`config.mk`:
```
export PLATFORM = sky130hd
export DESIGN_NAME = servo_write_scheduler_shutdown
export DESIGN_NICKNAME = d
export VERILOG_FILES = /design/src/hdl/swss_pkg.sv /design/src/hdl/servo_write_scheduler_shutdown.sv /design/src/hdl/swss_ctrl.sv /design/src/hdl/swss_dp.sv
export SDC_FILE = /design/constraint.sdc
export NUM_CORES = 1
export LEC_CHECK = 0
export BUFFER_PORTS_ARGS = -buffer_cell sky130_fd_sc_hd__buf_2
export CAP_MARGIN = 25
export CORE_MARGIN = 10
export CORE_UTILIZATION = 39
export DETAILED_ROUTE_END_ITERATION = 10
export GPL_TIMING_DRIVEN = 0
export PLACE_DENSITY_LB_ADDON = 0.25
export SETUP_SLACK_MARGIN = 0.1
export SYNTH_ARGS = -nofsm -noshare
export SYNTH_HDL_FRONTEND = slang
export SYNTH_SLANG_ARGS = --single-unit
```
`constraint.sdc`:
```
create_clock -name aclk -period 5.1 [get_ports aclk]
set_clock_uncertainty 0.1 [all_clocks]
set_input_delay 0.255 -clock aclk [delete_from_list [all_inputs] [get_ports aclk]]
set_output_delay 0.255 -clock aclk [all_outputs]
set_load 0.02 [all_outputs]
```
`src/hdl/swss_pkg.sv`:
```
`timescale 1ns / 1ps
// ----------------------------------------------------------------------------
// swss_pkg
// Shared types and constants of the servo write scheduler with staged
// shutdown.
// ----------------------------------------------------------------------------
package swss_pkg;

    localparam int CHANNELS = 8;
    localparam int CH_W     = (CHANNELS > 1) ? $clog2(CHANNELS) : 1;

    localparam logic [7:0] MAX_ANGLE = 8'd180;
    localparam logic [7:0] NO_ANGLE  = 8'hFF;

    // request codes
    localparam logic [1:0] REQ_SET   = 2'd0;
    localparam logic [1:0] REQ_TICK  = 2'd1;
    localparam logic [1:0] REQ_ESTOP = 2'd2;

    // configuration register indexes
    localparam logic [1:0] REG_WRITE_DELAY = 2'd0;
    localparam logic [1:0] REG_IDLE_TMO    = 2'd1;
    localparam logic [1:0] REG_POWEROFF    = 2'd2;
    localparam logic [1:0] REG_SUBTRIM     = 2'd3;

    typedef enum logic [1:0] {
        STEP_NONE     = 2'd0,
        STEP_DETACH   = 2'd1,
        STEP_POWER_OFF = 2'd2,
        STEP_DONE     = 2'd3
    } step_t;

    typedef enum logic [2:0] {
        KIND_NOTHING  = 3'd0,
        KIND_WRITE    = 3'd1,
        KIND_DETACH   = 3'd2,
        KIND_POWEROFF = 3'd3,
        KIND_SLEEP    = 3'd4
    } kind_t;

    typedef enum logic [2:0] {
        WAIT_NONE     = 3'd0,
        WAIT_ZERO     = 3'd1,
        WAIT_WRITE    = 3'd2,
        WAIT_IDLE     = 3'd3,
        WAIT_POWEROFF = 3'd4
    } wait_t;

    typedef struct packed {
        logic  in_load;
        logic  set_wanted;
        logic  clear_wanted;
        logic  detach;
        logic  dec_count;
        wait_t wait_sel;
        logic  run_off;
        logic  step_en;
        step_t step_val;
        logic  scan_clr;
        logic  scan_inc;
        logic  write_ch;
        logic  res_load;
        kind_t res_kind;
        logic  out_load;
    } cmd_t;

    typedef struct packed {
        logic [1:0] req;
        logic       ch_ok;
        logic       no_change;
        logic       running;
        logic       fires;
        step_t      step;
        logic       scan_hit;
        logic       scan_last;
    } sts_t;

endpackage

```
`src/hdl/servo_write_scheduler_shutdown.sv`:
```
`timescale 1ns / 1ps
// result path: a request passes the execute state, then the channel scan when a
// tick expires the countdown in the normal step, then the response state, which
// holds until the output register is free; no new request is taken until then;
// the channel scan goes one channel per cycle through the angle tables
// reset: aresetn low at a clock edge clears angles, attach mask, countdown and
// scheduler; registers return to write_delay 20, idle 1000, power-off 500, trims 0
// ----------------------------------------------------------------------------
// servo_write_scheduler_shutdown
// Servo write scheduler with staged shutdown: request stream in, one result
// per request out, APB configuration port.
// ----------------------------------------------------------------------------
module servo_write_scheduler_shutdown (
    input  logic        aclk,
    input  logic        aresetn,
    // request stream
    input  logic        s_axis_tvalid,
    output logic        s_axis_tready,
    input  logic [15:0] s_axis_tdata,   // channel[3:0], angle[13:4], no_change[14]
    input  logic [1:0]  s_axis_tuser,   // req_type[1:0]
    // result stream
    output logic        m_axis_tvalid,
    input  logic        m_axis_tready,
    output logic [15:0] m_axis_tdata,   // out_channel[2:0], out_angle[10:3], attach_first[11]
    output logic [2:0]  m_axis_tuser,   // result_kind[2:0]
    // configuration
    input  logic        psel,
    input  logic        penable,
    input  logic        pwrite,
    input  logic [4:0]  paddr,
    input  logic [63:0] pwdata,
    output logic [63:0] prdata,
    output logic        pready
);
    import swss_pkg::*;

    logic [15:0] write_delay_reg;
    logic [15:0] idle_tmo_reg;
    logic [15:0] poweroff_reg;
    logic [63:0] subtrim_reg;

    logic        out_valid_reg;
    logic [15:0] out_data_reg;
    logic [2:0]  out_user_reg;

    cmd_t       cmd;
    sts_t       sts;
    logic       out_free;
    logic [2:0] res_kind;
    logic [2:0] res_channel;
    logic [7:0] res_angle;
    logic       res_attach;
    logic       cfg_wr;

    assign pready = 1'b1;
    assign cfg_wr = psel && penable && pwrite;

    always_ff @(posedge aclk) begin
        if (!aresetn) begin
            write_delay_reg <= 16'd20;
            idle_tmo_reg    <= 16'd1000;
            poweroff_reg    <= 16'd500;
            subtrim_reg     <= 64'd0;
        end else if (cfg_wr) begin
            case (paddr[4:3])
                REG_WRITE_DELAY: write_delay_reg <= pwdata[15:0];
                REG_IDLE_TMO:    idle_tmo_reg    <= pwdata[15:0];
                REG_POWEROFF:    poweroff_reg    <= pwdata[15:0];
                REG_SUBTRIM:     subtrim_reg     <= pwdata;
                default: begin
                end
            endcase
        end
    end

    always_comb begin
        case (paddr[4:3])
            REG_WRITE_DELAY: prdata = {48'd0, write_delay_reg};
            REG_IDLE_TMO:    prdata = {48'd0, idle_tmo_reg};
            REG_POWEROFF:    prdata = {48'd0, poweroff_reg};
            REG_SUBTRIM:     prdata = subtrim_reg;
            default:         prdata = 64'd0;
        endcase
    end

    assign out_free = !out_valid_reg || m_axis_tready;

    swss_ctrl u_ctrl (
        .aclk     (aclk),
        .aresetn  (aresetn),
        .s_valid  (s_axis_tvalid),
        .s_ready  (s_axis_tready),
        .out_free (out_free),
        .sts      (sts),
        .cmd      (cmd)
    );

    swss_dp u_dp (
        .aclk             (aclk),
        .aresetn          (aresetn),
        .cmd              (cmd),
        .in_req           (s_axis_tuser),
        .in_channel       (s_axis_tdata[3:0]),
        .in_angle         (s_axis_tdata[13:4]),
        .in_no_change     (s_axis_tdata[14]),
        .write_delay      (write_delay_reg),
        .idle_timeout     (idle_tmo_reg),
        .poweroff_timeout (poweroff_reg),
        .subtrim_pack     (subtrim_reg),
        .sts              (sts),
        .res_kind         (res_kind),
        .res_channel      (res_channel),
        .res_angle        (res_angle),
        .res_attach       (res_attach)
    );

    // output register: holds a result until the sink takes the transfer
    always_ff @(posedge aclk) begin
        if (!aresetn) begin
            out_valid_reg <= 1'b0;
        end else if (cmd.out_load) begin
            out_valid_reg <= 1'b1;
        end else if (m_axis_tready) begin
            out_valid_reg <= 1'b0;
        end
    end

    always_ff @(posedge aclk) begin
        if (cmd.out_load) begin
            out_data_reg <= {4'd0, res_attach, res_angle, res_channel};
            out_user_reg <= res_kind;
        end
    end

    assign m_axis_tvalid = out_valid_reg;
    assign m_axis_tdata  = out_data_reg;
    assign m_axis_tuser  = out_user_reg;

`ifndef SYNTHESIS
    a_no_overwrite: assert property (@(posedge aclk) disable iff (!aresetn)
        (m_axis_tvalid && !m_axis_tready) |=> (m_axis_tvalid && $stable(m_axis_tdata)))
        else $error("pending result changed before transfer");

    a_write_angle: assert property (@(posedge aclk) disable iff (!aresetn)
        (m_axis_tvalid && m_axis_tuser == KIND_WRITE) |-> (m_axis_tdata[10:3] <= MAX_ANGLE))
        else $error("written angle above limit");

    a_one_side: assert property (@(posedge aclk) disable iff (!aresetn)
        !(s_axis_tready && cmd.out_load))
        else $error("request taken while a result is being loaded");
`endif

endmodule

```
`src/hdl/swss_ctrl.sv`:
```
`timescale 1ns / 1ps
// ----------------------------------------------------------------------------
// swss_ctrl
// Controller: takes one request, sequences the channel scan and hands the
// result to the output register.
// ----------------------------------------------------------------------------
module swss_ctrl (
    input  logic          aclk,
    input  logic          aresetn,
    input  logic          s_valid,
    output logic          s_ready,
    input  logic          out_free,
    input  swss_pkg::sts_t sts,
    output swss_pkg::cmd_t cmd
);
    import swss_pkg::*;

    typedef enum logic [3:0] {
        ST_IDLE = 4'b0001,
        ST_EXEC = 4'b0010,
        ST_SCAN = 4'b0100,
        ST_RESP = 4'b1000
    } state_t;

    state_t state_reg, state_next;

    assign s_ready = (state_reg == ST_IDLE);

    always_comb begin
        state_next = state_reg;
        cmd = '0;
        cmd.wait_sel = WAIT_NONE;
        cmd.step_val = STEP_NONE;
        cmd.res_kind = KIND_NOTHING;
        case (state_reg)
            ST_IDLE: begin
                if (s_valid) begin
                    cmd.in_load = 1'b1;
                    state_next  = ST_EXEC;
                end
            end
            ST_EXEC: begin
                state_next   = ST_RESP;
                cmd.res_load = 1'b1;
                case (sts.req)
                    REQ_SET: begin
                        if (sts.ch_ok) begin
                            if (sts.no_change) begin
                                cmd.clear_wanted = 1'b1;
                            end else begin
                                cmd.set_wanted = 1'b1;
                                cmd.step_en    = 1'b1;
                                cmd.step_val   = STEP_NONE;
                                cmd.wait_sel   = WAIT_ZERO;
                            end
                        end
                    end
                    REQ_TICK: begin
                        if (sts.running) begin
                            cmd.dec_count = 1'b1;
                            if (sts.fires) begin
                                case (sts.step)
                                    STEP_NONE: begin
                                        // no result yet, scan for a changed channel
                                        cmd.res_load = 1'b0;
                                        cmd.scan_clr = 1'b1;
                                        state_next   = ST_SCAN;
                                    end
                                    STEP_DETACH: begin
                                        cmd.detach   = 1'b1;
                                        cmd.wait_sel = WAIT_POWEROFF;
                                        cmd.step_en  = 1'b1;
                                        cmd.step_val = STEP_POWER_OFF;
                                        cmd.res_kind = KIND_DETACH;
                                    end
                                    STEP_POWER_OFF: begin
                                        cmd.run_off  = 1'b1;
                                        cmd.res_kind = KIND_POWEROFF;
                                    end
                                    default: begin
                                        cmd.run_off  = 1'b1;
                                        cmd.res_kind = KIND_SLEEP;
                                    end
                                endcase
                            end
                        end
                    end
                    REQ_ESTOP: begin
                        cmd.detach   = 1'b1;
                        cmd.wait_sel = WAIT_POWEROFF;
                        cmd.step_en  = 1'b1;
                        cmd.step_val = STEP_DETACH;
                        cmd.res_kind = KIND_DETACH;
                    end
                    default: begin
                        cmd.res_kind = KIND_NOTHING;
                    end
                endcase
            end
            ST_SCAN: begin
                if (sts.scan_hit) begin
                    cmd.write_ch = 1'b1;
                    cmd.wait_sel = WAIT_WRITE;
                    cmd.step_en  = 1'b1;
                    cmd.step_val = STEP_NONE;
                    cmd.res_load = 1'b1;
                    cmd.res_kind = KIND_WRITE;
                    state_next   = ST_RESP;
                end else if (sts.scan_last) begin
                    cmd.wait_sel = WAIT_IDLE;
                    cmd.step_en  = 1'b1;
                    cmd.step_val = STEP_DETACH;
                    cmd.res_load = 1'b1;
                    cmd.res_kind = KIND_NOTHING;
                    state_next   = ST_RESP;
                end else begin
                    cmd.scan_inc = 1'b1;
                end
            end
            ST_RESP: begin
                if (out_free) begin
                    cmd.out_load = 1'b1;
                    state_next   = ST_IDLE;
                end
            end
            default: begin
                state_next = ST_IDLE;
            end
        endcase
    end

    always_ff @(posedge aclk) begin
        if (!aresetn) begin
            state_reg <= ST_IDLE;
        end else begin
            state_reg <= state_next;
        end
    end

`ifndef SYNTHESIS
    a_state_onehot: assert property (@(posedge aclk) disable iff (!aresetn)
        $onehot(state_reg))
        else $error("controller state not one-hot");

    a_accept_exec: assert property (@(posedge aclk) disable iff (!aresetn)
        (s_valid && s_ready) |=> (state_reg == ST_EXEC))
        else $error("accepted transfer not executed");

    a_hit_resp: assert property (@(posedge aclk) disable iff (!aresetn)
        (state_reg == ST_SCAN && sts.scan_hit) |=> (state_reg == ST_RESP))
        else $error("scan hit did not end the scan");

    a_out_free: assert property (@(posedge aclk) disable iff (!aresetn)
        cmd.out_load |-> (state_reg == ST_RESP && out_free))
        else $error("result loaded into a busy output register");
`endif

endmodule

```
`src/hdl/swss_dp.sv`:
```
`timescale 1ns / 1ps
// ----------------------------------------------------------------------------
// swss_dp
// Datapath: request registers, per-channel angle tables, attach mask,
// countdown, shutdown step, scan pointer and result register.
// ----------------------------------------------------------------------------
module swss_dp (
    input  logic                aclk,
    input  logic                aresetn,
    input  swss_pkg::cmd_t      cmd,
    input  logic [1:0]          in_req,
    input  logic [3:0]          in_channel,
    input  logic signed [9:0]   in_angle,
    input  logic                in_no_change,
    input  logic [15:0]         write_delay,
    input  logic [15:0]         idle_timeout,
    input  logic [15:0]         poweroff_timeout,
    input  logic [63:0]         subtrim_pack,
    output swss_pkg::sts_t      sts,
    output logic [2:0]          res_kind,
    output logic [2:0]          res_channel,
    output logic [7:0]          res_angle,
    output logic                res_attach
);
    import swss_pkg::*;

    // latched request
    logic [1:0]        req_reg;
    logic [3:0]        ch_reg;
    logic signed [9:0] angle_reg;
    logic              nochg_reg;

    // scheduler state
    logic [7:0]          wanted_reg   [CHANNELS];
    logic [7:0]          wanted_next  [CHANNELS];
    logic [7:0]          written_reg  [CHANNELS];
    logic [7:0]          written_next [CHANNELS];
    logic [CHANNELS-1:0] attached_reg, attached_next;
    step_t               step_reg, step_next;
    logic [15:0]         count_reg, count_next;
    logic                running_reg, running_next;
    logic [CH_W-1:0]     idx_reg, idx_next;

    // result
    kind_t      kind_reg;
    logic [2:0] rch_reg;
    logic [7:0] rangle_reg;
    logic       rattach_reg;

    logic [CH_W-1:0]    ch_idx;
    logic               ch_ok;
    logic [7:0]         trim_byte;
    logic signed [10:0] sum;
    logic [7:0]         clamped;
    logic [7:0]         scan_wanted;

    assign ch_idx      = ch_reg[CH_W-1:0];
    assign ch_ok       = (ch_reg < 4'(CHANNELS));
    assign trim_byte   = subtrim_pack[{ch_reg[2:0], 3'b000} +: 8];
    assign sum         = 11'(signed'({angle_reg[9], angle_reg}))
                       + 11'(signed'({{3{trim_byte[7]}}, trim_byte}));
    assign scan_wanted = wanted_reg[idx_reg];

    always_comb begin
        if (sum[10]) begin
            clamped = 8'd0;
        end else if (sum > 11'(MAX_ANGLE)) begin
            clamped = MAX_ANGLE;
        end else begin
            clamped = sum[7:0];
        end
    end

    always_comb begin
        sts.req       = req_reg;
        sts.ch_ok     = ch_ok;
        sts.no_change = nochg_reg;
        sts.running   = running_reg;
        // countdown reaches zero on this tick
        sts.fires     = (count_reg == 16'd0) || (count_reg == 16'd1);
        sts.step      = step_reg;
        sts.scan_hit  = (scan_wanted != NO_ANGLE) && (scan_wanted != written_reg[idx_reg]);
        sts.scan_last = (idx_reg == CH_W'(CHANNELS - 1));
    end

    always_comb begin
        wanted_next   = wanted_reg;
        written_next  = written_reg;
        attached_next = attached_reg;
        step_next     = step_reg;
        count_next    = count_reg;
        running_next  = running_reg;
        idx_next      = idx_reg;

        if (cmd.dec_count && count_reg != 16'd0) begin
            count_next = count_reg - 16'd1;
        end
        if (cmd.set_wanted && ch_ok) begin
            wanted_next[ch_idx] = clamped;
        end
        if (cmd.clear_wanted && ch_ok) begin
            wanted_next[ch_idx] = NO_ANGLE;
        end
        if (cmd.detach) begin
            for (int i = 0; i < CHANNELS; i++) begin
                wanted_next[i]  = NO_ANGLE;
                written_next[i] = NO_ANGLE;
            end
            attached_next = '0;
        end
        if (cmd.write_ch) begin
            written_next[idx_reg]  = scan_wanted;
            attached_next[idx_reg] = 1'b1;
        end
        case (cmd.wait_sel)
            WAIT_ZERO: begin
                count_next   = 16'd0;
                running_next = 1'b1;
            end
            WAIT_WRITE: begin
                count_next   = write_delay;
                running_next = 1'b1;
            end
            WAIT_IDLE: begin
                count_next   = idle_timeout;
                running_next = 1'b1;
            end
            WAIT_POWEROFF: begin
                count_next   = poweroff_timeout;
                running_next = 1'b1;
            end
            default: begin
            end
        endcase
        if (cmd.run_off) begin
            running_next = 1'b0;
        end
        if (cmd.step_en) begin
            step_next = cmd.step_val;
        end
        if (cmd.scan_clr) begin
            idx_next = '0;
        end else if (cmd.scan_inc) begin
            idx_next = idx_reg + CH_W'(1);
        end
    end

    always_ff @(posedge aclk) begin
        if (!aresetn) begin
            for (int i = 0; i < CHANNELS; i++) begin
                wanted_reg[i]  <= NO_ANGLE;
                written_reg[i] <= NO_ANGLE;
            end
            attached_reg <= '0;
            step_reg     <= STEP_NONE;
            count_reg    <= '0;
            running_reg  <= 1'b0;
            idx_reg      <= '0;
        end else begin
            wanted_reg   <= wanted_next;
            written_reg  <= written_next;
            attached_reg <= attached_next;
            step_reg     <= step_next;
            count_reg    <= count_next;
            running_reg  <= running_next;
            idx_reg      <= idx_next;
        end
    end

    always_ff @(posedge aclk) begin
        if (cmd.in_load) begin
            req_reg   <= in_req;
            ch_reg    <= in_channel;
            angle_reg <= in_angle;
            nochg_reg <= in_no_change;
        end
        if (cmd.res_load) begin
            kind_reg <= cmd.res_kind;
            if (cmd.write_ch) begin
                rch_reg     <= 3'(idx_reg);
                rangle_reg  <= scan_wanted;
                rattach_reg <= ~attached_reg[idx_reg];
            end else begin
                rch_reg     <= 3'd0;
                rangle_reg  <= 8'd0;
                rattach_reg <= 1'b0;
            end
        end
    end

    assign res_kind    = kind_reg;
    assign res_channel = rch_reg;
    assign res_angle   = rangle_reg;
    assign res_attach  = rattach_reg;

endmodule

```
==> results of run 1 <==
## layer usage
metal / up-vias / GRT usage, %
met1: 6558 / 27.8
met3: 89 / 3.54
met4: 0 / 6.27
li1: 6402 / -
met2: 551 / 33.9
met5: - / 0
## final cells by class
class,count,area [µm²]
Fill cell,3619,19900
Multi-Input combinational cell,1185,7850
Sequential cell,322,6920
Timing Repair Buffer,254,1710
Clock buffer,47,1040
Buffer,117,648
Tap cell,518,648
Clock inverter,15,158
Inverter,21,78.8
## worst min-delay path, delay by kind of cell
kind | cells | cell delay (ps)
AND/OR/NAND/NOR | 1 | 160
buffers and inverters | 2 | 320
## logic make-up after synthesis
logic type      Yosys count  share of synthesized area, %
simple gates            628                          18.7
flops                   322                          44.8
compound gates          310                          13.0
buf+inv                 140                          4.68
mux                     135                          12.1
xor+xnor                 84                          4.77
fa+ha+maj                23                          1.91
other cells               2                        0.0486
## repair_timing
item | 4_1_cts | 5_1_grt
setup endpoints to repair | 56 | 43
hold buffers | 83 | 0
resized for setup | 7 | 13
hold endpoints to repair | 131 | 0
## power breakdown
group | leakage, nW | switching [mW] | internal [mW]
clock | 0.589 | 1.07 | 1.59
combinational | 4.84 | 0.283 | 0.181
sequential | 2.64 | 0.0214 | 2.60
## layout by cell type (no fill, tap or decap), types with 20 or more instances in the layout
cell type,count
a21oi_1,140
and3_1,52
buf_2,177
clkbuf_1,66
clkbuf_16,38
dfxtp_1,275
dlygate4sd3_1,83
edfxtp_1,47
ha_1,22
inv_1,20
mux2i_1,87
mux4_2,40
nand2_1,322
nand3_1,32
nor2_1,111
o211ai_1,60
xnor2_1,62
xor2_1,22
## worst paths after layout
| check | start | endpoint | slack [ps] | depth (start not counted) |
|---|---|---|---|---|
| max | u_dp.ch_reg[1] | u_dp.wanted_reg[2] | 300 | 18 |
| min | aresetn | u_ctrl.state_reg[1] | 150 | 3 |
| max reg2reg | u_dp.ch_reg[1] | u_dp.wanted_reg[2] | 300 | 18 |
| min reg2reg | u_dp.res_attach | m_axis_tdata[11] | 320 | 0 |
==> metrics.cfg, run 1 <==
[outcome]
status = complete, no violations

[worst_setup_path]
crit_type = reg2reg
startpoint_type = flop
end_kind = flop
cpLargestDelayFamily = compound AO/OA/AOI/OAI gates
crit_arrival_ps = 5140
critPathBufInv = 4
cpMostUsedCell = a21oi_1
crit_chain = clkbuf_2, buf_4, and2_1, a221oi_1, a21oi_1, a311o_1, ha_1, inv_1, fa_1, clkbuf_1, nor2b_1, o21a_1, o221ai_1, a21oi_1, o32a_1, o21ai_2, o21ai_4, o211ai_1
crit_path_max_fanout = 10
worstPathRequired_ps = 5430
slowest_stage = o21ai_2
max_stage_delay_ps = 460

[final_layout]
fin_cells = 2479
utilization_pct = 49.0
area_delta_synth_final_pct = 23.4
diodes = 0
final_nets = 2054
drive_gt1_share_pct = 17.3
finalInstanceArea_um2 = 19100

[detailed_routing]
wl_met1_mm = 22.3
viasPerCell = 5.49
dr.max_layer_used = met4
wirelength_mm = 51.3
wl_met2_mm = 23.6
wl_met3_mm = 4.08
remaining_drc_errors = 0
vias = 13600
wl_per_cell_um = 20.7
first_pass_iters = 5
ant_nets = 0
drtIter0Drc = 1267

[clock_tree]
clock_latency_ps = 520
cts_max_level = 2
clkTransAtPathRegs_ps = 60
cts_buffer_depth = 3
cts_sinks = 322
root_buffer = clkbuf_16
post_cts.repair.setup_buffers = 0
cts_buffers = 36
cts_tree = built

[logic_synthesis]
yosys_warnings = 0
synthTopCellsByCount = 322 x nand2_1, 275 x dfxtp_1, 142 x a21oi_1
synth.top_cells.by_area = dfxtp_1 36%, edfxtp_1 9.1%, nand2_1 7.8%
seq_area_frac_synth_pct = 44.8
yosysTopAreaCellShare_pct = 35.7
synth_edf_count = 47
synth.avg_cell_area_um2 = 9.39
synth_area_um2 = 15400
async_flop_share_pct = 0
synth_top_area_cell = dfxtp_1
yosys.cell_types.count = 83
synthFlopType = dfxtp_1
synth-seq-cells = 322
postSynthCellCount = 1644
synth_most_common_cell = nand2_1

[die]
start_util_pct = 39.7
core_area_um2 = 38900
die_h_um = 219
die-area_um2 = 47900
rows = 72
pin_count = 180
die_w_um = 219

[sta]
holdWs_ps = 153
tns_ps = 0
fin_crit_sh_pct = 94.2
worst_slack_ps = 297
grt_setup_unrepaired = true
relSlewSlack_pct = 30.9
finalHoldViolCount = 0
fmax_ghz = 0.208
slew_violations = 0
setup_violations = 0
finalCriticalPeriod_ps = 4800
worst_pin_slew_ps = 1030

[placed_design]
placed_area_um2 = 16900
io_buffers = 168
place_ws_ps = -779
place.gp.congestion = 0.946
dp_hpwl_mm = 38.8
dp.cells = 2334

[power]
power.density_nw_per_um2 = 302
p_leak_nw = 8.07
peakVddDrop_v = 0.000209
p_total_mw = 5.75

[global_route]
overflow = 0
grt_max_degree = 19
grt_pass1_wl_mm = 78.5
grt_usage_pct = 20.8
antenna_found_initial = 0
grt_pass1_vias = 13200

[job]
cap_violations = 0

[worst_hold_path]
hp-class = in2reg

(Power assumes the default switching activity.)
==> run 2, diff against run 1 <==
Settings changed: ABC_AREA from default to 1, CAP_MARGIN 25 to 20, PLACE_DENSITY_LB_ADDON 0.25 to default.
==> run 2 against run 1 <==
  * Via count grew 15%
  * Highest routed layer unchanged
  * Largest power group unchanged
  * Critical path type unchanged
  * Count of clock-buffer cells in the layout shrank 2
  * Maximum frequency grew 4.7%
==> metrics.cfg, run 2 <==
[logic_synthesis]
synth_adder_area_share_pct = 1.91
async_flop_share_pct = 0
yosys.area_share.simple_pct = 21.5
synth_most_common_cell = nand2_1
synthFlopType = dfxtp_1
synth_top_family_by_area = simple AND/OR/NAND/NOR gates
synth_compound_area_share_pct = 19.8
synthTopCellsByCount = 363 x nand2_1, 312 x inv_1, 307 x o21ai_0
seq_area_frac_synth_pct = 44.8
synth_area_um2 = 15400
synth_xor_area_share_pct = 1.08
synth.area.mux_share_pct = 0
synth_edf_count = 47
synth.avg_cell_area_um2 = 7.23
yosys_warnings = 0
yosysTopAreaCellShare_pct = 35.6
yosys.cell_types.count = 50
postSynthCellCount = 2135
synth-seq-cells = 322
synth.top_cells.by_area = dfxtp_1 36%, o21ai_0 9.9%, edfxtp_1 9.1%
synth_top_area_cell = dfxtp_1

[final_layout]
final_nets = 2550
finalInstanceArea_um2 = 19100
layout_common_cells = 363 x nand2_1, 312 x inv_1, 305 x o21ai_0, 275 x dfxtp_1, 240 x nor2_1
final_common_cell = nand2_1
drive_gt1_share_pct = 13.1
area_delta_synth_final_pct = 23.9

[placed_design]
dp_hpwl_mm = 41.0
io_buffers = 170
place.gp.congestion = 0.939
placed_area_um2 = 17000

[clock_tree]
cts_sinks = 322
clock_latency_ps = 550
clkTransAtPathRegs_ps = 60
cts_buffer_depth = 3
root_buffer = clkbuf_16
cts_buffers = 37
cts_max_level = 2
post_cts.repair.setup_buffers = 0
cts_tree = built

[die]
die-area_um2 = 48000
die_h_um = 219
core_area_um2 = 38900
die_w_um = 219
rows = 72
pin_count = 180
start_util_pct = 39.7

[detailed_routing]
first_pass_iters = 6
viasPerCell = 5.26
wl_per_cell_um = 18.6
drtIter0Drc = 1391
remaining_drc_errors = 0
ant_nets = 0
wirelength_mm = 55.4
vias = 15700

[power]
pwr-share-clk_pct = 43.9
share_seq_of_total_power_pct = 42.6
p_leak_nw = 8.74
peakVddDrop_v = 0.000189
p_int_mw = 4.54
netSwitchingFraction_pct = 27.8
p_switching_mw = 1.74
pwr-share-comb_pct = 13.5
power.density_nw_per_um2 = 328

[worst_setup_path]
end_kind = flop
crit_type = reg2reg
crit_path_max_fanout = 8
reg2reg_from = u_dp.ch_reg[2]
worstPathRequired_ps = 5460
rr_endpoint = u_dp.wanted_reg[38]
slowest_stage = edfxtp_1
crit_chain = inv_1, nor3_2, inv_1, o22ai_1, a221oi_1, o2111ai_1, ha_1, inv_1, fa_1, o21ai_1, a21oi_1, o21ai_0, xor2_1, inv_1, o21ai_0, nand2_1, nor2_1, nand2_1, o21ai_0
crit_arrival_ps = 4940
max_stage_delay_ps = 520
startpoint_type = flop
r2r_cells = 19
cpMostUsedCell = inv_1
crit_path_start = u_dp.ch_reg[2]
r2r_setup_slack_ps = 510

[sta]
finalHoldViolCount = 0
relSlewSlack_pct = 31.9
grt_setup_unrepaired = false
fin_crit_sh_pct = 89.9
slew_violations = 0
holdWs_ps = 203
finalCriticalPeriod_ps = 4590
fmax_ghz = 0.218
setup_violations = 0
worst_pin_slew_ps = 1020

[worst_hold_path]
min_path_cells = 4
hp-class = in2reg
hold_end = subtrim_reg[29]
hold_start = aresetn

[global_route]
grt_usage_pct = 22.6
grt_pass1_vias = 15100
grt_max_degree = 17
grt_pass1_wl_mm = 85.5
overflow = 0
antenna_found_initial = 2

[job]
cap_violations = 0

[outcome]
status = complete, no violations

[run 2: changes by cell type after synthesis, sizes merged, moves of 44 or more]
cell and change:
o21ai +307, inv +301, nor2 +139, mux2i -89, nand3 +60, xnor2 -57, and3 -49, nand2 +44
[run 2: final cells by class]
class                   count  area, µm²
fillers                  3902      19800
flip-flops and latches    322       6920
multi-input cells        1397       6910
repair buffers            256       1720
inverters                 324       1220
clock buffers              45       1020
well taps                 518        648
plain buffers              95        463
clock inverters            23        229
diodes                      2       5.00
[run 2: power groups by stage]
stage / combinational [mW] / sequential [mW] / clock [mW]
5_1_grt: 0.926 / 2.68 / 2.90
4_1_cts: 0.833 / 2.67 / 2.79
3_5_place_dp: 0.781 / 2.73 / 0
2_1_floorplan: 0.483 / 2.72 / 0
3_3_place_gp: 0.760 / 2.73 / 0
6_report: 0.847 / 2.68 / 2.76
[run 2: what timing repair did]
item | CTS | global route
endpoints found under the setup margin | 5 | 64
hold buffers | 83 | 0
endpoints found under the hold margin | 131 | 0
gates resized for setup | 1 | 11
[run 2: how the worst max path moves through the flow]
| stage | endpoint | slack, ps | cells after the start |
|---|---|---|---|
| after floorplan | u_dp.wanted_reg[15] | 1330 | 17 |
| after global placement | u_dp.wanted_reg[55] | -130 | 17 |
| after detailed placement | u_dp.wanted_reg[15] | 6 | 18 |
| after CTS | u_dp.wanted_reg[15] | 190 | 18 |
| after global routing | u_dp.wanted_reg[32] | 140 | 19 |
| final | u_dp.wanted_reg[38] | 510 | 19 |
[run 2: metrics by stage]
stage	setup slack, ps	std cells	setup TNS (ps)	util (%)	total power, mW
floorplan	1330	2138	0	-	3.20
global placement	-125	2826	-961	43.6	3.49
detailed placement	6.29	2828	0	43.7	3.51
CTS	186	2979	0	49.0	6.29
global route	139	2982	0	49.2	6.51
finish	513	2982	0	49.2	6.28
[run 2: per-layer routing]
metal,GRT usage [%],wire [µm],vias to the layer above
li1,-,-,7556
met1,29.5,24300,7367
met2,36.5,24800,643
met3,4.51,4440,116
met4,7.93,1910,0
met5,0,0,-
[run 2: cell families after synthesis]
| logic type | after synthesis |
|---|---|
| XOR/XNOR | 19 |
| AO/OA/AOI/OAI | 568 |
| flip-flops | 322 |
| adder cells (fa/ha/maj) | 23 |
| other | 2 |
| buffers and inverters | 419 |
| AND/OR/NAND/NOR | 782 |
[run 2: worst max-delay path: cells and delay by family, from the launching register on]
| kind | cells | cell delay, ps |
|---|---|---|
| xor gates and xnor gates | 1 | 160 |
| adders and majority gates | 2 | 650 |
| DFF | 1 | 520 |
| and+or+nand+nor | 4 | 1050 |
| AOI/OAI and AO/OA | 8 | 1430 |
| buffers and inverters | 4 | 570 |
